### src/hw/rtl/tnc_pkg.sv
package tnc_pkg;

    // Sizes of the name window and the fixed patterns.
    localparam int NAME_CAP_DEFAULT = 256;
    localparam int WINDOW           = 8;
    localparam int NUM_PAT          = 9;
    localparam int PAT_BYTES        = WINDOW + 1;
    localparam int META_LEN         = 12;
    localparam int COUNT_W          = 16;

    typedef logic [7:0] byte_t;
    typedef logic [WINDOW-1:0][7:0] window_t;
    typedef logic [PAT_BYTES*8-1:0] pat_text_t;
    typedef logic [3:0] pat_len_t;

    // Result categories.
    typedef enum logic [1:0] {
        CAT_META   = 2'd0,
        CAT_VISION = 2'd1,
        CAT_FLUID  = 2'd2,
        CAT_FROZEN = 2'd3
    } category_t;

    // Pattern hits for the character that just arrived.
    typedef struct packed {
        logic vision;
        logic fluid;
    } match_t;

    // Patterns, last character in the low byte, zero padded above.
    localparam pat_text_t PAT_TEXT [NUM_PAT] = '{
        pat_text_t'("vision"), pat_text_t'("image"), pat_text_t'("patch"),
        pat_text_t'("pre_mm"), pat_text_t'("adapter"), pat_text_t'("vit"),
        pat_text_t'("projector"), pat_text_t'("lora"), pat_text_t'("fluid")
    };
    localparam pat_len_t PAT_LEN [NUM_PAT] = '{
        4'd6, 4'd5, 4'd5, 4'd6, 4'd7, 4'd3, 4'd9, 4'd4, 4'd5
    };
    localparam logic [NUM_PAT-1:0] PAT_IS_VISION = 9'b0_0111_1111;

    localparam logic [META_LEN*8-1:0] META_TEXT = "__metadata__";

    // Byte mask covering the low len bytes of a pattern.
    function automatic pat_text_t pat_mask(input pat_len_t len);
        pat_text_t m;
        m = '0;
        for (int i = 0; i < PAT_BYTES; i++)
        begin
            if (pat_len_t'(i) < len)
            begin
                m[8*i +: 8] = 8'hFF;
            end
        end
        return m;
    endfunction

    // Character of the metadata name at a given position, zero past its end.
    function automatic byte_t meta_char(input logic [3:0] idx);
        byte_t c;
        c = '0;
        for (int i = 0; i < META_LEN; i++)
        begin
            if (idx == 4'(i))
            begin
                c = META_TEXT[8*(META_LEN-1-i) +: 8];
            end
        end
        return c;
    endfunction

endpackage

### src/hw/rtl/tensor_name_classifier_core.sv
// Channel  Handshake                  Payload
// item     item_valid / item_stall    name_char, char_present, end_of_name
// result   result_valid / result_stall category, vision_total, fluid_total
//
// One character is taken every cycle while item_stall is low. The result register
// loads when the character that ends its name leaves the input register.
// The rate is set by the input register feeding the parallel pattern compare,
// which folds one character into the name state per cycle unless an end item waits.
// Reset (rst_n low) empties both registers and clears the name state and totals.
// A stalled result holds the result register; the input register then holds
// only an end-of-name item, and item_stall rises until the result slot frees.
module tensor_name_classifier_core #(
    parameter int NAME_CAP = tnc_pkg::NAME_CAP_DEFAULT
) (
    input  logic                            clk,
    input  logic                            rst_n,
    input  logic                            item_valid,
    output logic                            item_stall,
    input  tnc_pkg::byte_t                  name_char,
    input  logic                            char_present,
    input  logic                            end_of_name,
    output logic                            result_valid,
    input  logic                            result_stall,
    output logic [1:0]                      category,
    output logic [tnc_pkg::COUNT_W-1:0]     vision_total,
    output logic [tnc_pkg::COUNT_W-1:0]     fluid_total
);
    import tnc_pkg::*;

    localparam int POS_W = $clog2(NAME_CAP);
    localparam logic [POS_W-1:0] POS_LIMIT = POS_W'(NAME_CAP - 1);
    localparam logic [POS_W-1:0] POS_META  = POS_W'(META_LEN);
    localparam logic [COUNT_W-1:0] COUNT_MAX = '1;

    // Input register.
    logic  s1_valid_reg, s1_valid_next;
    byte_t s1_char_reg;
    logic  s1_present_reg;
    logic  s1_end_reg;

    // Per-name state.
    window_t          recent_reg, recent_next;
    logic [POS_W-1:0] pos_reg, pos_next;
    logic             ended_reg, ended_next;
    logic             meta_reg, meta_next;
    logic             vis_seen_reg, vis_seen_next;
    logic             fluid_seen_reg, fluid_seen_next;
    logic [COUNT_W-1:0] vis_cnt_reg, vis_cnt_next;
    logic [COUNT_W-1:0] fluid_cnt_reg, fluid_cnt_next;

    // Result register.
    logic      out_valid_reg, out_valid_next;
    category_t cat_reg, cat_next;
    logic [COUNT_W-1:0] vis_out_reg;
    logic [COUNT_W-1:0] fluid_out_reg;

    match_t hits;
    logic   item_xfer;
    logic   out_free;
    logic   s1_adv;
    logic   emit;
    logic   eligible;
    logic   take;
    logic   vis_now, fluid_now, meta_now;
    logic [POS_W-1:0] pos_now;

    tnc_match u_match (
        .cur_char (s1_char_reg),
        .recent   (recent_reg),
        .hits     (hits)
    );

    // Flow control: a plain character always moves on, an ending one needs the result slot.
    assign out_free   = !out_valid_reg || !result_stall;
    assign s1_adv     = s1_valid_reg && (!s1_end_reg || out_free);
    assign emit       = s1_adv && s1_end_reg;
    assign item_stall = s1_valid_reg && !s1_adv;
    assign item_xfer  = item_valid && !item_stall;

    assign s1_valid_next  = item_xfer ? 1'b1 : (s1_adv ? 1'b0 : s1_valid_reg);
    assign out_valid_next = emit ? 1'b1 : (out_valid_reg && result_stall);

    // Fold the registered character into the name state.
    always_comb
    begin
        eligible  = s1_present_reg && !ended_reg && (pos_reg < POS_LIMIT);
        take      = eligible && (s1_char_reg != 8'd0);
        vis_now   = vis_seen_reg || (take && hits.vision);
        fluid_now = fluid_seen_reg || (take && hits.fluid);
        meta_now  = meta_reg && !(take && ((pos_reg >= POS_META) ||
                    (meta_char(pos_reg[3:0]) != s1_char_reg)));
        pos_now   = pos_reg + POS_W'(take);

        recent_next     = recent_reg;
        pos_next        = pos_reg;
        ended_next      = ended_reg;
        meta_next       = meta_reg;
        vis_seen_next   = vis_seen_reg;
        fluid_seen_next = fluid_seen_reg;
        vis_cnt_next    = vis_cnt_reg;
        fluid_cnt_next  = fluid_cnt_reg;
        cat_next        = CAT_FROZEN;

        if (meta_now && (pos_now == POS_META))
        begin
            cat_next = CAT_META;
        end
        else if (vis_now)
        begin
            cat_next = CAT_VISION;
        end
        else if (fluid_now)
        begin
            cat_next = CAT_FLUID;
        end

        if (s1_adv)
        begin
            if (s1_end_reg)
            begin
                // Name closes: bump a total and return to the empty-name state.
                if (cat_next == CAT_VISION && vis_cnt_reg != COUNT_MAX)
                begin
                    vis_cnt_next = vis_cnt_reg + 1'b1;
                end
                if (cat_next == CAT_FLUID && fluid_cnt_reg != COUNT_MAX)
                begin
                    fluid_cnt_next = fluid_cnt_reg + 1'b1;
                end
                recent_next     = '0;
                pos_next        = '0;
                ended_next      = 1'b0;
                meta_next       = 1'b1;
                vis_seen_next   = 1'b0;
                fluid_seen_next = 1'b0;
            end
            else
            begin
                pos_next        = pos_now;
                meta_next       = meta_now;
                vis_seen_next   = vis_now;
                fluid_seen_next = fluid_now;
                ended_next      = ended_reg || (eligible && s1_char_reg == 8'd0);
                if (take)
                begin
                    recent_next = {recent_reg[WINDOW-2:0], s1_char_reg};
                end
            end
        end
    end

    // Control and name state.
    always_ff @(posedge clk or negedge rst_n)
    begin
        if (!rst_n)
        begin
            s1_valid_reg   <= 1'b0;
            out_valid_reg  <= 1'b0;
            recent_reg     <= '0;
            pos_reg        <= '0;
            ended_reg      <= 1'b0;
            meta_reg       <= 1'b1;
            vis_seen_reg   <= 1'b0;
            fluid_seen_reg <= 1'b0;
            vis_cnt_reg    <= '0;
            fluid_cnt_reg  <= '0;
        end
        else
        begin
            s1_valid_reg   <= s1_valid_next;
            out_valid_reg  <= out_valid_next;
            recent_reg     <= recent_next;
            pos_reg        <= pos_next;
            ended_reg      <= ended_next;
            meta_reg       <= meta_next;
            vis_seen_reg   <= vis_seen_next;
            fluid_seen_reg <= fluid_seen_next;
            vis_cnt_reg    <= vis_cnt_next;
            fluid_cnt_reg  <= fluid_cnt_next;
        end
    end

    // Payload registers load only on a transfer in or a new result.
    always_ff @(posedge clk)
    begin
        if (item_xfer)
        begin
            s1_char_reg    <= name_char;
            s1_present_reg <= char_present;
            s1_end_reg     <= end_of_name;
        end
        if (emit)
        begin
            cat_reg       <= cat_next;
            vis_out_reg   <= vis_cnt_next;
            fluid_out_reg <= fluid_cnt_next;
        end
    end

    assign result_valid = out_valid_reg;
    assign category     = cat_reg;
    assign vision_total = vis_out_reg;
    assign fluid_total  = fluid_out_reg;

    // A metadata name leaves both totals untouched.
    a_meta_keeps_totals: assert property (@(posedge clk) disable iff (!rst_n)
        (emit && cat_next == CAT_META) |=> ($stable(vis_cnt_reg) && $stable(fluid_cnt_reg)))
        else $error("totals changed on a metadata name");

    // Closing a name returns the per-name state to empty.
    a_name_cleared: assert property (@(posedge clk) disable iff (!rst_n)
        emit |=> (pos_reg == '0 && meta_reg && !vis_seen_reg && !fluid_seen_reg
                  && !ended_reg && recent_reg == '0))
        else $error("name state not cleared after a result");

    // The character count never passes the name limit.
    a_pos_bound: assert property (@(posedge clk) disable iff (!rst_n)
        pos_reg <= POS_LIMIT)
        else $error("character position beyond the name limit");

    // An item held in the input register is never dropped.
    a_s1_held: assert property (@(posedge clk) disable iff (!rst_n)
        (s1_valid_reg && !s1_adv) |=> (s1_valid_reg && $stable(s1_end_reg)))
        else $error("held input item lost");

endmodule

### src/hw/rtl/tnc_match.sv
module tnc_match (
    input  tnc_pkg::byte_t   cur_char,
    input  tnc_pkg::window_t recent,
    output tnc_pkg::match_t  hits
);
    import tnc_pkg::*;

    pat_text_t          win;
    logic [NUM_PAT-1:0] pat_hit;

    // The newest character sits in the low byte, older ones above it.
    assign win = {recent, cur_char};

    // Every pattern is compared against the window in parallel.
    always_comb
    begin
        for (int p = 0; p < NUM_PAT; p++)
        begin
            pat_hit[p] = ((win ^ PAT_TEXT[p]) & pat_mask(PAT_LEN[p])) == '0;
        end
    end

    assign hits.vision = |(pat_hit & PAT_IS_VISION);
    assign hits.fluid  = |(pat_hit & ~PAT_IS_VISION);

endmodule
### config.mk
export PLATFORM = sky130hd
export DESIGN_NAME = tensor_name_classifier_core
export DESIGN_NICKNAME = d
export VERILOG_FILES = /design/src/hw/rtl/tnc_pkg.sv /design/src/hw/rtl/tensor_name_classifier_core.sv /design/src/hw/rtl/tnc_match.sv
export SDC_FILE = /design/constraint.sdc
export NUM_CORES = 1
export LEC_CHECK = 0
export ABC_CLOCK_PERIOD_IN_PS = 11220
export CORE_AREA = 4 4 122 124
export CTS_BUF_LIST = sky130_fd_sc_hd__clkbuf_8
export DETAILED_ROUTE_END_ITERATION = 8
export DIE_AREA = 0 0 126 128
export DONT_BUFFER_PORTS = 1
export GPL_TIMING_DRIVEN = 0
export PLACE_DENSITY = 0.69
export SKIP_LAST_GASP = 1
export SLEW_MARGIN = 40
export SYNTH_ARGS = -nofsm -noshare
export SYNTH_HDL_FRONTEND = slang
export SYNTH_HIERARCHICAL = 1
export SYNTH_SLANG_ARGS = --single-unit
### constraint.sdc
create_clock -name clk -period 11.22 [get_ports clk]
set_input_delay 2.244 -clock clk [delete_from_list [all_inputs] [get_ports clk]]
set_output_delay 2.244 -clock clk [all_outputs]
set_load 0.02 [all_outputs]
==> results.json, run 1 <==
{
  "relSlewSlack": 0.433,
  "first_iter_violations": 460,
  "fill_cells": 1211,
  "crit_start": "result_stall",
  "drive_gt1_frac": 0.104,
  "syn_nets": 553,
  "start_util": 0.490,
  "setup_tns_ns": 0,
  "grt_pass1_vias": 4526,
  "grt_max_degree": 111,
  "setup_viol": 0,
  "required_ns": 8.98,
  "worstSetupEndpointType": "output pin",
  "antenna_left": 0,
  "worst_pin_slew_ns": 0.848,
  "max_stage_delay_ns": 0.20,
  "cts_tree": "yes",
  "htreeDepth": 4,
  "drt_wl_total_mm": 14.7,
  "synth-edff-count": 44,
  "arrival_ns": 2.54,
  "slowest_stage": "inv_1",
  "cp-start-kind": "input port",
  "cts_buffers": 17,
  "finalNetCount": 572,
  "postCtsSetupRepairBufs": 0,
  "syn_avg_cell_area_um2": 12.6,
  "fmax_mhz": 209,
  "grtUsageTotal": 0.192,
  "finalCriticalPeriod_ns": 4.78,
  "dieHeight_um": 128,
  "syn_area_um2": 6750,
  "synth_top_area_frac": 0.404,
  "via_per_inst": 6.17,
  "cts_resized": 0,
  "crit_type": "input port to output pin",
  "die_w_um": 126,
  "holdCritPathClass": "register to register",
  "clk_pin_slew_worst_paths_ns": 0.09,
  "via_count": 4606,
  "powerDensity_nw_per_um2": 145,
  "synth_ff_type": "dfrtp_1",
  "cts_root_buf": "clkbuf_8",
  "gp_congestion": 0.890,
  "crit_chain": "nand4_1, inv_1",
  "dp_hpwl_mm": 10.1,
  "place_ws_ns": 6.44,
  "core_area_um2": 13800,
  "netlist_instances": 535,
  "clk_latency_ns": 0.45,
  "die_area_um2": 16100,
  "fin_crit_sh": 0.426,
  "path_delay_family": "buffers and inverters",
  "yosys.cell_types.count": 66,
  "whs_ns": 0.491,
  "clock_skew_ns": 0.0180,
  "status": "complete, no violations",
  "worstSetupEndpoint": "item_stall",
  "synth.most_common_cell": "dfrtp_1",
  "r2r_start": "s1_char_reg[5]$_DFFE_PP_",
  "async_flop_share": 0.714,
  "ys_warn_count": 6,
  "antenna_cells": 0,
  "grt-ovfl-total": 0,
  "drcViolationCount": 0,
  "netlist.top_cell.by_area": "dfrtp_1",
  "r2r-end": "vision_total[15]$_DFFE_PP_",
  "reg2reg_slack_ns": 6.88,
  "drv_cap": 0,
  "ys_top_cells_by_count": "dfrtp_1, a22o_1, edfxtp_1",
  "leakage_nw": 3.01,
  "clockBufferDepth": 2,
  "cp_num_cells": 2,
  "path_max_fanout": 3,
  "clock_sinks": 154,
  "register_area_um2": 4080,
  "cp.buffers_inverters": 1,
  "multi_input_area_um2": 2560,
  "io_buffer_count": 0,
  "ys_top_cells_by_area": "dfrtp_1, edfxtp_1, a22o_1, xnor2_1, nand4_1",
  "dr.pass1.iters": 6,
  "finalHoldViolCount": 0,
  "synth.yosys.seq_area_share": 0.604,
  "rows": 43,
  "rr_worst_depth": 13,
  "cts-hold-fix-buffers": 0,
  "drt-wirelength-per-cell_um": 19.7,
  "grt_first_pass_wirelength_mm": 24.5,
  "antenna_found_initial": 0,
  "setup_ws_ns": 6.44,
  "largest_reg_flops": 64,
  "pin_count": 50,
  "area_growth_pct": 8.69,
  "ys_ff_latch": 154,
  "grt_setup_unrepaired": "no",
  "final_max_slew_viol_count": 0,
  "max-vdd-ir-drop_mv": 0.111
}
routing by layer:
metal  vias to the layer above  global-route usage  share of wire
met2                       159               0.286           0.46
met5                         -                   0              0
met4                         0              0.0751          0.020
li1                       2102                   -              -
met3                        26              0.0438          0.047
met1                      2319               0.276           0.47
worst register-to-register path, cell delays in order (launching register included):
cell and delay (ns):
edfxtp_1 0.50, nor4_1 0.53, a21oi_1 0.24, and2_1 0.26, ha_1 0.25, ha_1 0.25, and3_1 0.22, and3_1 0.22
or3_1 0.33, a221oi_2 0.50, o32ai_2 0.30, buf_2 0.27, nand3_1 0.12, xnor2_1 0.18
through the flow:
step | cell area [um^2] | util | std cells | power (mW)
3_3_place_gp | 6970 | 0.506 | 715 | 0.689
2_1_floorplan | 6750 | - | 535 | 0.672
5_1_grt | 7340 | 0.533 | 747 | 1.11
3_5_place_dp | 6970 | 0.506 | 715 | 0.691
4_1_cts | 7340 | 0.533 | 747 | 1.07
6_report | 7340 | 0.533 | 747 | 1.06
power by group:
part / internal (mW) / leakage [nW] / switching, mW
clock: 0.164 / 0.183 / 0.217
sequential: 0.596 / 1.92 / 0.0283
combinational: 0.0214 / 0.907 / 0.0351
final cells by class:
type                    instances  share of cell area
plain buffers                  24              0.0135
clock inverters                14              0.0155
flip-flops and latches        154               0.556
multi-input cells             353               0.349
clock buffers                  18              0.0338
well taps                     180              0.0307
inverters                       4             0.00205
placed cells by master, fill, tap and decap left out, drive strengths merged, types with 9 or more instances in the layout:
cell type  instances
dfrtp            109
a22o              66
edfxtp            44
clkbuf            36
xnor2             31
nand2             29
nor2              29
nand4             26
nand3             21
and3              12
inv               12
nor4               9
o21ai              9
logic make-up after synthesis:
family / after synthesis / share of synthesized area
DFF: 154 / 0.604
and+or+nand+nor: 206 / 0.189
adders and majority gates: 4 / 0.00742
AOI/OAI and AO/OA: 108 / 0.136
muxes: 2 / 0.00334
buffers and inverters: 28 / 0.0169
xor gates and xnor gates: 33 / 0.0439
worst min-delay path by stage:
| stage | cells after the start | slack [ns] | endpoint | startpoint |
|---|---|---|---|---|
| finish | 1 | 0.49 | vis_cnt_reg[8]$_DFF_PN0_ | vis_cnt_reg[8]$_DFF_PN0_ |
| floorplan | 2 | 0.45 | meta_reg$_DFFE_PN1P_ | meta_reg$_DFFE_PN1P_ |
| CTS | 2 | 0.49 | meta_reg$_DFFE_PN1P_ | meta_reg$_DFFE_PN1P_ |
| global placement | 2 | 0.47 | meta_reg$_DFFE_PN1P_ | meta_reg$_DFFE_PN1P_ |
| global route | 2 | 0.51 | meta_reg$_DFFE_PN1P_ | meta_reg$_DFFE_PN1P_ |
| detailed placement | 2 | 0.48 | meta_reg$_DFFE_PN1P_ | meta_reg$_DFFE_PN1P_ |
Note: power is estimated with default switching activity, not from simulation.
==> run 2: changes to the inputs <==
- ABC_AREA: unset -> 1
- ABC_CLOCK_PERIOD_IN_PS: 11220 -> 4200
- CORE_AREA: 4 4 122 124 -> 4 4 128 130
- DIE_AREA: 0 0 126 128 -> 0 0 132 134
- PLACE_DENSITY: 0.69 -> 0.71
- clock period: 11.22 -> 4.2 ns (I/O delays scaled with it)
==> run 2 against run 1 <==
Register-to-register slack lost 6.1 ns. Synthesized area grew 10%. Hold slack lost 0.41 ns. Critical path depth grew 17. Critical path type is now register to register.
==> results.json, run 2 <==
{
  "cts_resized": 0,
  "path_max_fanout": 10,
  "max-vdd-ir-drop_mv": 0.185,
  "reg2reg_slack_ns": 0.80,
  "required_ns": 4.41,
  "area_growth_pct": 9.19,
  "drcViolationCount": 0,
  "crit_type": "register to register",
  "drv_cap": 0,
  "final_cell_mix": "nand2_1, inv_1, dfrtp_1, nor2_1, o22ai_1",
  "ys_ff_latch": 154,
  "crit_chain": "nand2_1, nor2_1, nand2_2, nand2_2, nor3_4, ha_1, ha_1, inv_1, nand2_1, nand2_1, nor3_1, nand3_2, nor3_4, nand3_4, nand2_4, inv_2, nand2_1, xor2_1, inv_1",
  "rows": 45,
  "fill_cells": 1348,
  "start_util": 0.492,
  "cts_buffers": 17,
  "postCtsSetupRepairBufs": 0,
  "fin_crit_sh": 0.810,
  "pin_count": 50,
  "finalHoldViolCount": 0,
  "syn_nets": 877,
  "grt_pass1_vias": 5310,
  "clock_sinks": 154,
  "dieHeight_um": 134,
  "yosys.cell_types.count": 35,
  "worst_pin_slew_ns": 0.534,
  "antenna_left": 0,
  "core_area_um2": 15100,
  "drive_gt1_frac": 0.0953,
  "finalCriticalPeriod_ns": 3.40,
  "dp_hpwl_mm": 11.2,
  "antenna_cells": 0,
  "grtUsageTotal": 0.181,
  "largest_reg_flops": 64,
  "place_area_um2": 7710,
  "layout_commonest_cell": "nand2_1",
  "synth-edff-count": 44,
  "cts_root_buf": "clkbuf_8",
  "synth_top_area_frac": 0.366,
  "via_per_inst": 5.00,
  "arrival_ns": 3.62,
  "whs_ns": 0.0774,
  "grt_setup_unrepaired": "no",
  "syn_area_um2": 7440,
  "grt_max_degree": 111,
  "via_count": 5404,
  "crit_path_frequent_cell": "nand2_1",
  "clock_skew_ns": 0.0135,
  "synth.most_common_cell": "nand2_1",
  "grt-ovfl-total": 0,
  "postLayoutCellArea_um2": 8130,
  "powerDensity_nw_per_um2": 368,
  "clockBufferDepth": 2,
  "ys_top_cells_by_count": "nand2_1, inv_1, dfrtp_1",
  "synth.yosys.seq_area_share": 0.547,
  "netlist_instances": 859,
  "cp-start-kind": "register",
  "clk_latency_ns": 0.46,
  "drt_wl_total_mm": 15.3,
  "io_buffer_count": 0,
  "dr.pass1.iters": 5,
  "status": "complete, no violations",
  "async_flop_share": 0.714,
  "synth_ff_type": "dfrtp_1",
  "die_area_um2": 17700,
  "ys_top_cells_by_area": "dfrtp_1, edfxtp_1, nand2_1, inv_1, nor2_1",
  "holdCritPathClass": "input port to async pin",
  "final_max_slew_viol_count": 0,
  "htreeDepth": 4,
  "leakage_nw": 3.52,
  "fmax_mhz": 294,
  "die_w_um": 132,
  "gp_congestion": 0.882,
  "setup_viol": 0,
  "cts-hold-fix-buffers": 0,
  "max_stage_delay_ns": 0.47,
  "ys_warn_count": 6,
  "clk_pin_slew_worst_paths_ns": 0.09,
  "worstSetupEndpointType": "register",
  "setup_tns_ns": 0,
  "netlist.top_cell.by_area": "dfrtp_1",
  "antenna_found_initial": 0,
  "utilization": 0.537,
  "cts_tree": "yes",
  "slowest_stage": "dfrtp_1",
  "first_iter_violations": 363,
  "path_delay_family": "simple AND/OR/NAND/NOR gates",
  "finalNetCount": 897,
  "cp.buffers_inverters": 3,
  "drt-wirelength-per-cell_um": 14.1,
  "grt_first_pass_wirelength_mm": 25.8,
  "relSlewSlack": 0.644,
  "syn_avg_cell_area_um2": 8.67
}
[run 2: where the power goes]
part	switching [mW]	leakage [nW]	internal [mW]	total, mW
sequential	0.0530	1.87	1.59	1.64
clock	0.571	0.211	0.608	1.18
combinational	0.123	1.44	0.0545	0.177
[run 2: logic make-up after synthesis]
family / Yosys count / share of synthesized area
compound gates: 82 / 0.0669
xor+xnor: 32 / 0.0387
fa+ha+maj: 4 / 0.00672
buf+inv: 199 / 0.101
flops: 154 / 0.547
simple gates: 388 / 0.239
[run 2: final cells by class]
class                      count  area, um^2  share of cell area
sequential                   154        4080               0.501
multi-input combinational    506        2620               0.322
inverter                     186         698              0.0859
clock buffer                  18         248              0.0305
tap                          188         235              0.0289
clock inverter                14         171              0.0211
buffer                        13        56.3             0.00693
timing repair buffer           1        27.5             0.00339
[run 2: stage by stage]
step           instances  total power [mW]  setup WS (ns)
6_report            1080              2.99          0.796
5_1_grt             1080              3.12          0.512
4_1_cts             1080              3.02          0.773
3_5_place_dp        1048              1.85          0.789
3_3_place_gp        1047              1.84          0.252
2_1_floorplan        859              1.79           1.01
[run 2: worst paths after layout]
check / start / end / depth (start not counted)
worst max-delay path: pos_reg[1]$_DFFE_PN0P_ / vision_total[11]$_DFFE_PP_ / 19
worst min-delay path: rst_n / pos_reg[1]$_DFFE_PN0P_ / 0
worst max register to register: pos_reg[1]$_DFFE_PN0P_ / vision_total[11]$_DFFE_PP_ / 19
worst min register to register: vis_cnt_reg[8]$_DFF_PN0_ / vis_cnt_reg[8]$_DFF_PN0_ / 1
max in group asynchronous: rst_n / meta_reg$_DFFE_PN1P_ / 0
min in group clk: end_of_name / s1_end_reg$_DFFE_PP_ / 0
[run 2: metal layers]
metal,GRT usage,wire length [um],vias up
li1,-,-,2757
met1,0.239,7040,2513
met2,0.292,7180,106
met3,0.0394,664,28
met4,0.0770,380,0
met5,0,0,-
==> run 3: changes to the inputs <==
- ABC_CLOCK_PERIOD_IN_PS: 4200 -> 2900
- clock period: 4.2 -> 2.9 ns (I/O delays scaled with it)
==> run 3 against run 2 <==
The flow now finishes with violations (hold timing, setup timing). Power grew 41%. Sequential power rose by 45%. Clock skew is 0.0016 ns lower. Non-clock buffer count rose by 31. First-iteration DRC count increased by 0.28%. Hold slack got worse by 0.27 ns. Core utilization is 3.1 points higher. Count of clock-buffer cells in the layout is 1 higher. Combinational power grew 84%. Sequential share of layout area fell by 2.7 points. Clock power grew 29%. Via count grew 6.2%. Critical endpoint is now vision_total[12]$_DFFE_PP_.
==> results.json, run 3 (synthesis results as in run 2) <==
{
  "grt_pass1_vias": 5504,
  "rows": 45,
  "violations": "hold timing, setup timing",
  "setup_ws_ns": -0.0251,
  "rr_worst_depth": 15,
  "finalNetCount": 930,
  "largest_reg_flops": 64,
  "area_growth_pct": 15.5,
  "finalCriticalPeriod_ns": 2.93,
  "crit_type": "register to register",
  "die_w_um": 132,
  "grt-ovfl-total": 0,
  "first_iter_violations": 364,
  "cts_tree": "yes",
  "clk_pin_slew_worst_paths_ns": 0.09,
  "grtUsageTotal": 0.190,
  "r2r-end": "vision_total[12]$_DFFE_PP_",
  "drcViolationCount": 0,
  "relSlewSlack": 0.508,
  "setup_tns_ns": -0.142,
  "crit_chain": "inv_2, nand4_1, nor2_4, nor3_4, ha_4, ha_4, nand2_1, xor2_1, nand2_1, nor3_4, nand3_4, nand2_8, buf_4, nor3_2, xor2_1",
  "utilization": 0.568,
  "cts_buffers": 17,
  "via_count": 5741,
  "layout_commonest_cell": "inv_1",
  "grt_first_pass_wirelength_mm": 27.0,
  "cp-start-kind": "register",
  "pin_count": 50,
  "dieHeight_um": 134,
  "dr.pass1.iters": 4,
  "antenna_found_initial": 0,
  "worstSetupEndpointType": "register",
  "powerDensity_nw_per_um2": 490,
  "cts_root_buf": "clkbuf_8",
  "grt_max_degree": 111,
  "core_area_um2": 15100,
  "holdCritPathClass": "input port to async pin",
  "clock_sinks": 154,
  "die_area_um2": 17700,
  "max_stage_delay_ns": 0.43,
  "drv_cap": 0,
  "status": "finished, violations left",
  "final_max_slew_viol_count": 0,
  "whs_ns": -0.188,
  "grt_setup_unrepaired": "yes",
  "clockBufferDepth": 2,
  "io_buffer_count": 0,
  "worstSetupEndpoint": "vision_total[12]$_DFFE_PP_",
  "path_max_fanout": 8,
  "antenna_cells": 0,
  "antenna_left": 0,
  "reg2reg_slack_ns": -0.03,
  "clk_latency_ns": 0.46,
  "start_util": 0.492,
  "clock_skew_ns": 0.0120,
  "crit_start": "s1_char_reg[0]$_DFFE_PP_",
  "via_per_inst": 5.16,
  "fin_crit_sh": 1.01,
  "htreeDepth": 4,
  "worst_pin_slew_ns": 0.733,
  "setup_viol": 9,
  "final_cell_mix": "inv_1, nand2_1, dfrtp_1, nor2_1, o22ai_1",
  "fmax_mhz": 342,
  "p_total_mw": 4.22,
  "max-vdd-ir-drop_mv": 0.265,
  "r2r_start": "s1_char_reg[0]$_DFFE_PP_",
  "arrival_ns": 3.13,
  "finalHoldViolCount": 109,
  "drive_gt1_frac": 0.182,
  "gp_congestion": 0.882,
  "drt_wl_total_mm": 16.7,
  "slowest_stage": "edfxtp_1",
  "drt-wirelength-per-cell_um": 15.0,
  "required_ns": 3.10,
  "dp_hpwl_mm": 11.2,
  "fill_cells": 1284,
  "leakage_nw": 3.76
}
-- run 3: cell types whose count changed in the layout (fill, tap and decap cells not counted), moves of 4 or more --
cell / delta
xor2_2: +6
nand2_2: +14
inv_2: +4
buf_6: +4
xnor2_2: +7
inv_1: -9
xor2_1: -6
xnor2_1: -7
buf_4: +28
nor2_4: +5
nand2_1: -16
-- run 3: worst min path at each step --
stage	start	end	cells past startpoint
2_1_floorplan	rst_n	ended_reg$_DFFE_PN0P_	0
3_3_place_gp	rst_n	recent_reg[1]$_DFFE_PN0P_	0
3_5_place_dp	rst_n	recent_reg[1]$_DFFE_PN0P_	0
4_1_cts	rst_n	recent_reg[10]$_DFFE_PN0P_	0
5_1_grt	rst_n	recent_reg[41]$_DFFE_PN0P_	0
6_report	rst_n	recent_reg[10]$_DFFE_PN0P_	0
-- run 3: metal layers --
| layer | routed length [um] | part of all wire | global-route usage |
|---|---|---|---|
| met3 | 682 | 0.041 | 0.0431 |
| met1 | 7680 | 0.46 | 0.256 |
| met5 | 0 | 0 | 0 |
| met4 | 369 | 0.022 | 0.0723 |
| met2 | 8000 | 0.48 | 0.303 |
-- run 3: what timing repair did --
| item | in CTS | in global routing |
|---|---|---|
| gates cloned | 2 | 0 |
| resized for setup | 15 | 55 |
| endpoints found under the hold margin | 110 | 110 |
| endpoints found under the setup margin | 102 | 61 |
| buffers inserted | 21 | 11 |
| pin swaps | 9 | 21 |
-- run 3: layout make-up --
type                    count  area [um^2]  area share
inverters                 186          713      0.0829
multi-input cells         506         2880       0.335
clock inverters            13          109      0.0127
flip-flops and latches    154         4080       0.474
repair inverters            2         12.5     0.00145
plain buffers              13         56.3     0.00655
repair buffers             32          255      0.0297
clock buffers              19          262      0.0304
well taps                 188          235      0.0273
-- run 3: stage by stage --
stage / std cells / hold slack (ns) / worst slack [ns] / area, um^2
final: 1113 / -0.188 / -0.0251 / 8600
after global routing: 1113 / -0.220 / -0.235 / 8600
after CTS: 1102 / -0.211 / -0.0263 / 8280
after detailed placement: 1047 / 0.290 / -0.668 / 7690
after global placement: 1047 / 0.290 / -0.646 / 7690
after floorplan: 859 / 0.284 / 0.00928 / 7460
-- run 3: critical path, delay by kind of cell, from the launching register on --
| kind | cells | cell delay (ns) |
|---|---|---|
| flip-flops | 1 | 0.43 |
| XOR/XNOR | 2 | 0.40 |
| adder cells (fa/ha/maj) | 2 | 0.34 |
| AND/OR/NAND/NOR | 9 | 1.27 |
| buffers and inverters | 2 | 0.21 |
-- run 3: report_power, final --
group / switching (mW) / internal, mW
sequential: 0.0728 / 2.30
clock: 0.859 / 0.661
combinational: 0.216 / 0.110
